## src/rtl/assert_macros.svh

```systemverilog
// assertion macros shared by the rtl
`ifndef ASSERT_MACROS_SVH
`define ASSERT_MACROS_SVH

// same-cycle implication, sampled on clk and held off during reset
`define PME_ASSERT_IMP(lbl, pre, post) \
  lbl: assert property (@(posedge clk) disable iff (!rst_n) (pre) |-> (post)) \
    else $error("assertion failed");

// next-cycle implication, sampled on clk and held off during reset
`define PME_ASSERT_NXT(lbl, pre, post) \
  lbl: assert property (@(posedge clk) disable iff (!rst_n) (pre) |=> (post)) \
    else $error("assertion failed");

`endif

```

## src/rtl/pme_pkg.sv

```systemverilog
// package for the permutation mutation engine: sizes, op codes, sequencer states
package pme_pkg;

  localparam int MAX_GENES = 64;
  localparam int GENE_AW   = $clog2(MAX_GENES);
  localparam int GENE_W    = 16;
  localparam int COUNT_W   = 7;
  localparam int OP_W      = 3;

  typedef enum logic [OP_W-1:0] {
    OP_READ    = 3'd0,
    OP_WRITE   = 3'd1,
    OP_SWAP    = 3'd2,
    OP_MOVE    = 3'd3,
    OP_REVERSE = 3'd4
  } op_t;

  typedef enum logic [3:0] {
    S_IDLE,
    S_RDWAIT,
    S_XRD_P,
    S_XRD_Q,
    S_XWR_P,
    S_XWR_Q,
    S_MSRC,
    S_MCAP,
    S_MRD,
    S_MWR,
    S_MLAST,
    S_DONE
  } state_t;

endpackage

```

## src/rtl/pme_ram.sv

```systemverilog
// generic single-write, single-read memory with registered read data
module pme_ram #(
  parameter int WIDTH = 16,
  parameter int DEPTH = 64
) (
  input  logic                     clk,
  input  logic                     we,
  input  logic [$clog2(DEPTH)-1:0] waddr,
  input  logic [WIDTH-1:0]         wdata,
  input  logic [$clog2(DEPTH)-1:0] raddr,
  output logic [WIDTH-1:0]         rdata
);

  logic [WIDTH-1:0] mem [DEPTH];

  always_ff @(posedge clk) begin
    if (we) begin
      mem[waddr] <= wdata;
    end
    rdata <= mem[raddr];
  end

endmodule

```

## src/rtl/permutation_mutation_engine_core.sv

```systemverilog
// top level of the permutation mutation engine: genome store and operation sequencer
//
//   channel  direction  ports                                        purpose
//   in       input      in_op in_index_a in_index_b in_value         one operation word
//   out      output     out_read_value out_out_of_range              one result word per op
//   cfg      input      cfg_data                                     gene_count register
//
// a new word is taken only while idle, once the last word has handed over its result
// swap and reverse read and write one exchanged pair at a time, move one shifted entry at a time
// the genome ram has a single read port: each entry moves through it
// reset restores the identity order through per-entry valid bits, no clearing pass
// a finished result waits in the output register while the next word is taken
`include "assert_macros.svh"

module permutation_mutation_engine_core
  import pme_pkg::*;
(
  input  logic                clk,
  input  logic                rst_n,
  input  logic                in_valid,
  output logic                in_ready,
  input  logic [OP_W-1:0]     in_op,
  input  logic [GENE_AW-1:0]  in_index_a,
  input  logic [GENE_AW-1:0]  in_index_b,
  input  logic [GENE_W-1:0]   in_value,
  output logic                out_valid,
  input  logic                out_ready,
  output logic [GENE_W-1:0]   out_read_value,
  output logic                out_out_of_range,
  input  logic                cfg_valid,
  output logic                cfg_ready,
  input  logic [COUNT_W-1:0]  cfg_data
);

  // sequencer state
  state_t              state_r, state_nxt;
  logic [COUNT_W-1:0]  gene_count_r;

  // working pointers: low/high ends for swap and reverse, ptr/dst for move
  logic [GENE_AW-1:0]  lo_r, lo_nxt;
  logic [GENE_AW-1:0]  hi_r, hi_nxt;
  logic                is_rev_r, is_rev_nxt;
  logic                dir_up_r, dir_up_nxt;
  logic [GENE_W-1:0]   tmp_r, tmp_nxt;

  // result waiting to be handed to the output register
  logic [GENE_W-1:0]   res_val_r, res_val_nxt;
  logic                res_bad_r, res_bad_nxt;

  // output register
  logic                out_valid_r, out_valid_nxt;
  logic [GENE_W-1:0]   out_read_value_r, out_read_value_nxt;
  logic                out_out_of_range_r, out_out_of_range_nxt;

  // genome ram ports plus valid overlay for the identity reset
  logic                ram_we;
  logic [GENE_AW-1:0]  ram_waddr;
  logic [GENE_W-1:0]   ram_wdata;
  logic [GENE_AW-1:0]  ram_raddr;
  logic [GENE_W-1:0]   ram_rdata;
  logic [MAX_GENES-1:0] vld_r;
  logic                vld_q_r;
  logic [GENE_AW-1:0]  addr_q_r;
  logic [GENE_W-1:0]   rdval;

  // effective length and bounds checks on the incoming word
  logic [COUNT_W-1:0]  eff_len;
  logic                a_ok, b_ok;
  logic                in_fire;
  logic                out_free;
  logic [GENE_AW-1:0]  step_ptr;
  logic [GENE_AW-1:0]  a_lo, a_hi;

  pme_ram #(
    .WIDTH (GENE_W),
    .DEPTH (MAX_GENES)
  ) u_store (
    .clk   (clk),
    .we    (ram_we),
    .waddr (ram_waddr),
    .wdata (ram_wdata),
    .raddr (ram_raddr),
    .rdata (ram_rdata)
  );

  assign eff_len  = (gene_count_r > COUNT_W'(MAX_GENES)) ? COUNT_W'(MAX_GENES) : gene_count_r;
  assign a_ok     = {1'b0, in_index_a} < eff_len;
  assign b_ok     = {1'b0, in_index_b} < eff_len;
  assign in_ready = (state_r == S_IDLE);
  assign in_fire  = in_valid && in_ready;
  assign out_free = !out_valid_r || out_ready;
  assign a_lo     = (in_index_a < in_index_b) ? in_index_a : in_index_b;
  assign a_hi     = (in_index_a < in_index_b) ? in_index_b : in_index_a;

  // next entry of a move walk, toward the target
  assign step_ptr = dir_up_r ? (lo_r + GENE_AW'(1)) : (lo_r - GENE_AW'(1));

  // an entry never written still holds its reset value i+1
  assign rdval = vld_q_r ? ram_rdata : (GENE_W'(addr_q_r) + GENE_W'(1));

  assign cfg_ready        = 1'b1;
  assign out_valid        = out_valid_r;
  assign out_read_value   = out_read_value_r;
  assign out_out_of_range = out_out_of_range_r;

  always_comb begin
    state_nxt   = state_r;
    lo_nxt      = lo_r;
    hi_nxt      = hi_r;
    is_rev_nxt  = is_rev_r;
    dir_up_nxt  = dir_up_r;
    tmp_nxt     = tmp_r;
    res_val_nxt = res_val_r;
    res_bad_nxt = res_bad_r;
    ram_we      = 1'b0;
    ram_waddr   = lo_r;
    ram_wdata   = rdval;
    ram_raddr   = in_index_a;

    out_valid_nxt        = out_valid_r && !out_ready;
    out_read_value_nxt   = out_read_value_r;
    out_out_of_range_nxt = out_out_of_range_r;

    case (state_r)
      S_IDLE: begin
        if (in_fire) begin
          res_val_nxt = '0;
          res_bad_nxt = 1'b0;
          state_nxt   = S_DONE;
          case (in_op)
            OP_READ: begin
              if (a_ok) begin
                state_nxt = S_RDWAIT;
              end else begin
                res_bad_nxt = 1'b1;
              end
            end
            OP_WRITE: begin
              if (a_ok) begin
                ram_we    = 1'b1;
                ram_waddr = in_index_a;
                ram_wdata = in_value;
              end else begin
                res_bad_nxt = 1'b1;
              end
            end
            OP_SWAP, OP_REVERSE: begin
              if (!(a_ok && b_ok)) begin
                res_bad_nxt = 1'b1;
              end else if (in_index_a != in_index_b) begin
                lo_nxt     = a_lo;
                hi_nxt     = a_hi;
                is_rev_nxt = (in_op == OP_REVERSE);
                state_nxt  = S_XRD_P;
              end
            end
            OP_MOVE: begin
              if (!(a_ok && b_ok)) begin
                res_bad_nxt = 1'b1;
              end else if (in_index_a != in_index_b) begin
                lo_nxt     = in_index_a;
                hi_nxt     = in_index_b;
                dir_up_nxt = (in_index_a < in_index_b);
                state_nxt  = S_MSRC;
              end
            end
            default: begin
              // unknown op: no change, plain zero result
            end
          endcase
        end
      end

      S_RDWAIT: begin
        res_val_nxt = rdval;
        state_nxt   = S_DONE;
      end

      // exchange of the entries at lo and hi
      S_XRD_P: begin
        ram_raddr = lo_r;
        state_nxt = S_XRD_Q;
      end
      S_XRD_Q: begin
        ram_raddr = hi_r;
        tmp_nxt   = rdval;
        state_nxt = S_XWR_P;
      end
      S_XWR_P: begin
        ram_we    = 1'b1;
        ram_waddr = lo_r;
        ram_wdata = rdval;
        state_nxt = S_XWR_Q;
      end
      S_XWR_Q: begin
        ram_we    = 1'b1;
        ram_waddr = hi_r;
        ram_wdata = tmp_r;
        lo_nxt    = lo_r + GENE_AW'(1);
        hi_nxt    = hi_r - GENE_AW'(1);
        // keep walking inward while at least one more pair is left
        if (is_rev_r && (({1'b0, lo_r} + (GENE_AW + 1)'(2)) < {1'b0, hi_r})) begin
          state_nxt = S_XRD_P;
        end else begin
          state_nxt = S_DONE;
        end
      end

      // move: hold the source entry, shift the span by one, drop it at the target
      S_MSRC: begin
        ram_raddr = lo_r;
        state_nxt = S_MCAP;
      end
      S_MCAP: begin
        tmp_nxt   = rdval;
        ram_raddr = step_ptr;
        state_nxt = S_MWR;
      end
      S_MRD: begin
        ram_raddr = step_ptr;
        state_nxt = S_MWR;
      end
      S_MWR: begin
        ram_we    = 1'b1;
        ram_waddr = lo_r;
        ram_wdata = rdval;
        lo_nxt    = step_ptr;
        state_nxt = (step_ptr == hi_r) ? S_MLAST : S_MRD;
      end
      S_MLAST: begin
        ram_we    = 1'b1;
        ram_waddr = hi_r;
        ram_wdata = tmp_r;
        state_nxt = S_DONE;
      end

      S_DONE: begin
        if (out_free) begin
          out_valid_nxt        = 1'b1;
          out_read_value_nxt   = res_val_r;
          out_out_of_range_nxt = res_bad_r;
          state_nxt            = S_IDLE;
        end
      end

      default: begin
        state_nxt = S_IDLE;
      end
    endcase
  end

  always_ff @(posedge clk) begin
    if (!rst_n) begin
      state_r      <= S_IDLE;
      out_valid_r  <= 1'b0;
      gene_count_r <= COUNT_W'(MAX_GENES);
      vld_r        <= '0;
    end else begin
      state_r     <= state_nxt;
      out_valid_r <= out_valid_nxt;
      if (cfg_valid && cfg_ready) begin
        gene_count_r <= cfg_data;
      end
      if (ram_we) begin
        vld_r[ram_waddr] <= 1'b1;
      end
    end
  end

  // payload and working registers
  always_ff @(posedge clk) begin
    lo_r               <= lo_nxt;
    hi_r               <= hi_nxt;
    is_rev_r           <= is_rev_nxt;
    dir_up_r           <= dir_up_nxt;
    tmp_r              <= tmp_nxt;
    res_val_r          <= res_val_nxt;
    res_bad_r          <= res_bad_nxt;
    out_read_value_r   <= out_read_value_nxt;
    out_out_of_range_r <= out_out_of_range_nxt;
    vld_q_r            <= vld_r[ram_raddr];
    addr_q_r           <= ram_raddr;
  end

  `PME_ASSERT_NXT(a_done_loads_out, (state_r == S_DONE) && out_free, out_valid_r)
  `PME_ASSERT_IMP(a_rev_order, state_r == S_XRD_P, lo_r < hi_r)
  `PME_ASSERT_IMP(a_move_not_at_target, state_r == S_MWR, lo_r != hi_r)
  `PME_ASSERT_IMP(a_bad_reads_zero, out_valid_r && out_out_of_range_r, out_read_value_r == '0)

endmodule
```

## config.mk

```make
export PLATFORM = sky130hd
export DESIGN_NAME = permutation_mutation_engine_core
export DESIGN_NICKNAME = d
export VERILOG_FILES = /design/src/rtl/pme_pkg.sv /design/src/rtl/pme_ram.sv /design/src/rtl/permutation_mutation_engine_core.sv
export VERILOG_INCLUDE_DIRS = /design/src /design/src/rtl
export SDC_FILE = /design/constraint.sdc
export NUM_CORES = 2
export LEC_CHECK = 0
export BUFFER_PORTS_ARGS = -buffer_cell sky130_fd_sc_hd__buf_2
export CAP_MARGIN = 40
export CORE_MARGIN = 4
export CORE_UTILIZATION = 53
export CTS_CLUSTER_DIAMETER = 120
export DETAILED_ROUTE_END_ITERATION = 16
export PLACE_DENSITY_LB_ADDON = 0.12
export SLEW_MARGIN = 20
export SYNTH_ARGS = -nofsm -noshare
export SYNTH_HDL_FRONTEND = slang
export SYNTH_SLANG_ARGS = --single-unit
```

## constraint.sdc

```tcl
create_clock -name clk -period 13.87 [get_ports clk]
set_input_delay 2.0805 -clock clk [delete_from_list [all_inputs] [get_ports clk]]
set_output_delay 2.0805 -clock clk [all_outputs]
set_load 0.02 [all_outputs]
```

==> run metrics <==
CP cell instances inv_1 > ha_1 > xor2_1 > a21oi_1 > o22a_4 > buf_12 > buf_4 > mux2i_1 > nand2_1 > a32oi_1 > nand4_1 > or4_1; Die Y between 300 and 400 µm; Max-slew headroom a little under a quarter; PortBufs 61; LEAKAGE around 20 nW; CP Class register to register; synthesized flop and latch total approximately 1,200; vias per cell 6.15; site row count around 110; yosys warns 0; Synth top area share between 60% and 70%; Antenna Cells 0; DRC 0; Longest Clk Path Bufs 3; switching part of the total power 38.7%; Slowest Stage Delay on Critical Path 0.75 ns; Comb power frac between 40% and 50%; clock sink count about 1,200; FFs w/ async S/R, synth 0%; Power Dens Cells ~240 nW/µm²; outcome completed; CP Max Fanout between 100 and 150; Die Area approximately 97,000 µm²; post-cts sizing count 0; clk_lat worst skew 0.72 ns; Peak Freq roughly 170 MHz; Antenna Nets Post-Route 0; final WL approximately 130,000 µm; NetSw 0.00526 W; CP Capture Type register; H-tree levels 3; Clk pwr share approximately a quarter; final number of setup-violating endpoints 0; post-CTS setup buffer count 0; Max-Cap Viols 0; largest net degree at the start of global routing 148; area of the multi-input gates about 14,000 µm²; Core Footprint about 90,000 µm²; vias in the first global route 27,900; WP data required 14.40 ns; fraction of layout cells with a size suffix above 1 between 10% and 20%; CP max stage cell buf_4; CTS tree yes; post-synthesis instance total 3,281; nets approximately 3,500; RSZ-0062 raised after global routing no; Flop pwr share 36.5%; post-DR wirelength/cell 28.2 µm; worst ir drop on vdd 0.188 mV; Mapped Area a little under 50,000 µm²; post-route setup TNS 0 ns; Period minus WS final between 5 and 6 ns; WP data arrival between 6 and 7 ns; non-filler cells, final around 4,700; startpoint types register; Tot Pwr about 0.014 W; Slew Viols, Final 0; Hold Path Class register to register; clock buffer count from CTS about 120; Syn Nets between 3,000 and 4,000; worst reg-to-reg setup slack just under 8 ns; Ports 63; top cells by area, synth edfxtp_1, mux2i_1, dfxtp_1, nand2_1, a32oi_1; Initial Utilization between 50% and 60%; Clock transition at path regs approximately 0.060 ns; Top FF cell, synth edfxtp_1; cell taking the most area after synthesis edfxtp_1; first-pass GRT wire length slightly below 200,000 µm; DP Cell Count 4,471; Initial DRC Count between 3,000 and 4,000; GRT Total Usage a little over a quarter; clk_skew 0.0312 ns; Worst-Margin Slew between 1 and 1.5 ns; Vias between 20,000 and 30,000; Die Wd 312 µm; Initial DRT Pass Iterations 5; Avg Inst Size Synth 14.9 µm²; Int Pwr 0.00832 W; Top delay family on crit path buffers and inverters; grt total ovfl 0; initial antenna violation count 12; number of flops mapped to enable cells by yosys ~1,100; HPWL Detailed between 80,000 and 90,000 µm; register area approximately 35,000 µm²; Root Driver clkbuf_16; sequential area share after synthesis between 70% and 80%; RD Place Congestion approximately 0.89; hold-fix buffers at CTS 0; CP bufs+invs 3; final hold vios 0; Tcrit/Tclk final 43.2%; Layout Area Growth over Synthesis 13.4%; Synth cell types 82; fillers 6,828
## power by group through the flow
stage                     Combinational, W  Sequential (W)  Clock, W
final                              0.00546         0.00496   0.00317
after global routing               0.00576         0.00497   0.00336
after CTS                          0.00527         0.00497   0.00321
after detailed placement           0.00525         0.00505         0
after global placement             0.00510         0.00504         0
after floorplan                    0.00330         0.00503         0
## stage by stage
| step | cell area, µm² | util, % | hold WS, ns | setup WS, ns |
|---|---|---|---|---|
| finish | 55600 | 60.6 | 0.416 | 7.88 |
| global route | 55600 | 60.6 | 0.420 | 7.70 |
| CTS | 55100 | 60.2 | 0.418 | 7.87 |
| detailed placement | 51300 | 55.9 | 0.405 | 7.15 |
| global placement | 51100 | 55.7 | 0.403 | 7.08 |
| floorplan | 49000 | - | 0.400 | 7.34 |
## registers in the layout, indices dropped and copies added, names as in the netlist
signal,flops
u_store.mem,1024
vld_r,64
out_read_value,16
res_val_r,16
tmp_r,16
u_store.rdata,16
gene_count_r,7
addr_q_r,6
hi_r,6
lo_r,6
state_r,4
dir_up_r,1
is_rev_r,1
out_out_of_range,1
out_valid,1
res_bad_r,1
vld_q_r,1
## layout by cell type (no fill, tap or decap), drive strengths merged, types with 46 or more instances in the layout
| master | count |
|---|---|
| a21oi | 65 |
| a32oi | 70 |
| buf | 208 |
| clkbuf | 166 |
| dfxtp | 99 |
| edfxtp | 1088 |
| inv | 46 |
| mux2i | 598 |
| nand2 | 424 |
| nand3 | 91 |
| nor2 | 105 |
| nor2b | 47 |
| o21ai | 97 |
## logic make-up after synthesis
kind of cell,share of synthesized area (%)
AOI/OAI and AO/OA,5.84
other,0.00765
DFF,70.7
xor gates and xnor gates,0.480
buffers and inverters,2.12
adders and majority gates,0.741
and+or+nand+nor,7.83
muxes,12.2
## final timing paths
| kind | start | cells past startpoint | endpoint |
|---|---|---|---|
| setup reg to reg | lo_r[0] | 12 | u_store.rdata[14] |
| setup / recovery | lo_r[0] | 12 | u_store.rdata[14] |
| hold reg to reg | res_val_r[6] | 0 | out_read_value[6] |
| hold / removal | res_val_r[6] | 0 | out_read_value[6] |
## Yosys cell counts (4+ instances only)
| library cell | n |
|---|---|
| a221o_1 | 6 |
| buf_4 | 7 |
| a211oi_1 | 36 |
| nand3b_1 | 5 |
| mux2i_1 | 597 |
| a31oi_1 | 5 |
| nand4_1 | 42 |
| a221oi_2 | 5 |
| a22o_1 | 17 |
| nor2b_1 | 46 |
| xor2_1 | 6 |
| edfxtp_1 | 1088 |
| nor3_2 | 15 |
| ha_1 | 29 |
| clkbuf_1 | 67 |
| nor3_1 | 10 |
| a32o_1 | 34 |
| and3_1 | 13 |
| nand2_1 | 423 |
| xnor2_1 | 19 |
| a32oi_1 | 70 |
| buf_2 | 103 |
| or4_1 | 17 |
| o21ai_1 | 32 |
| nand3_1 | 90 |
| o21ai_0 | 60 |
| a21o_1 | 10 |
| dfxtp_1 | 99 |
| nand2b_1 | 14 |
| inv_1 | 39 |
| nor2_1 | 104 |
| a22oi_1 | 20 |
| or3_1 | 4 |
| a21oi_1 | 65 |
| and2_1 | 9 |
## per-layer routing
layer,up-vias,wire length (µm),global-route usage [%]
met2,1250,61800,42.3
met1,14600,56800,38.9
met3,242,10600,4.52
met5,-,27,0
li1,12900,-,-
met4,4,3760,7.47
## final cells by class
type | count | area share (%)
flip-flops and latches | 1187 | 62.3
clock inverters | 60 | 1.04
well taps | 1186 | 2.67
clock buffers | 164 | 5.94
repair buffers | 210 | 3.27
multi-input cells | 1867 | 24.4
inverters | 44 | 0.333
Power figures use the tool's default switching activity.
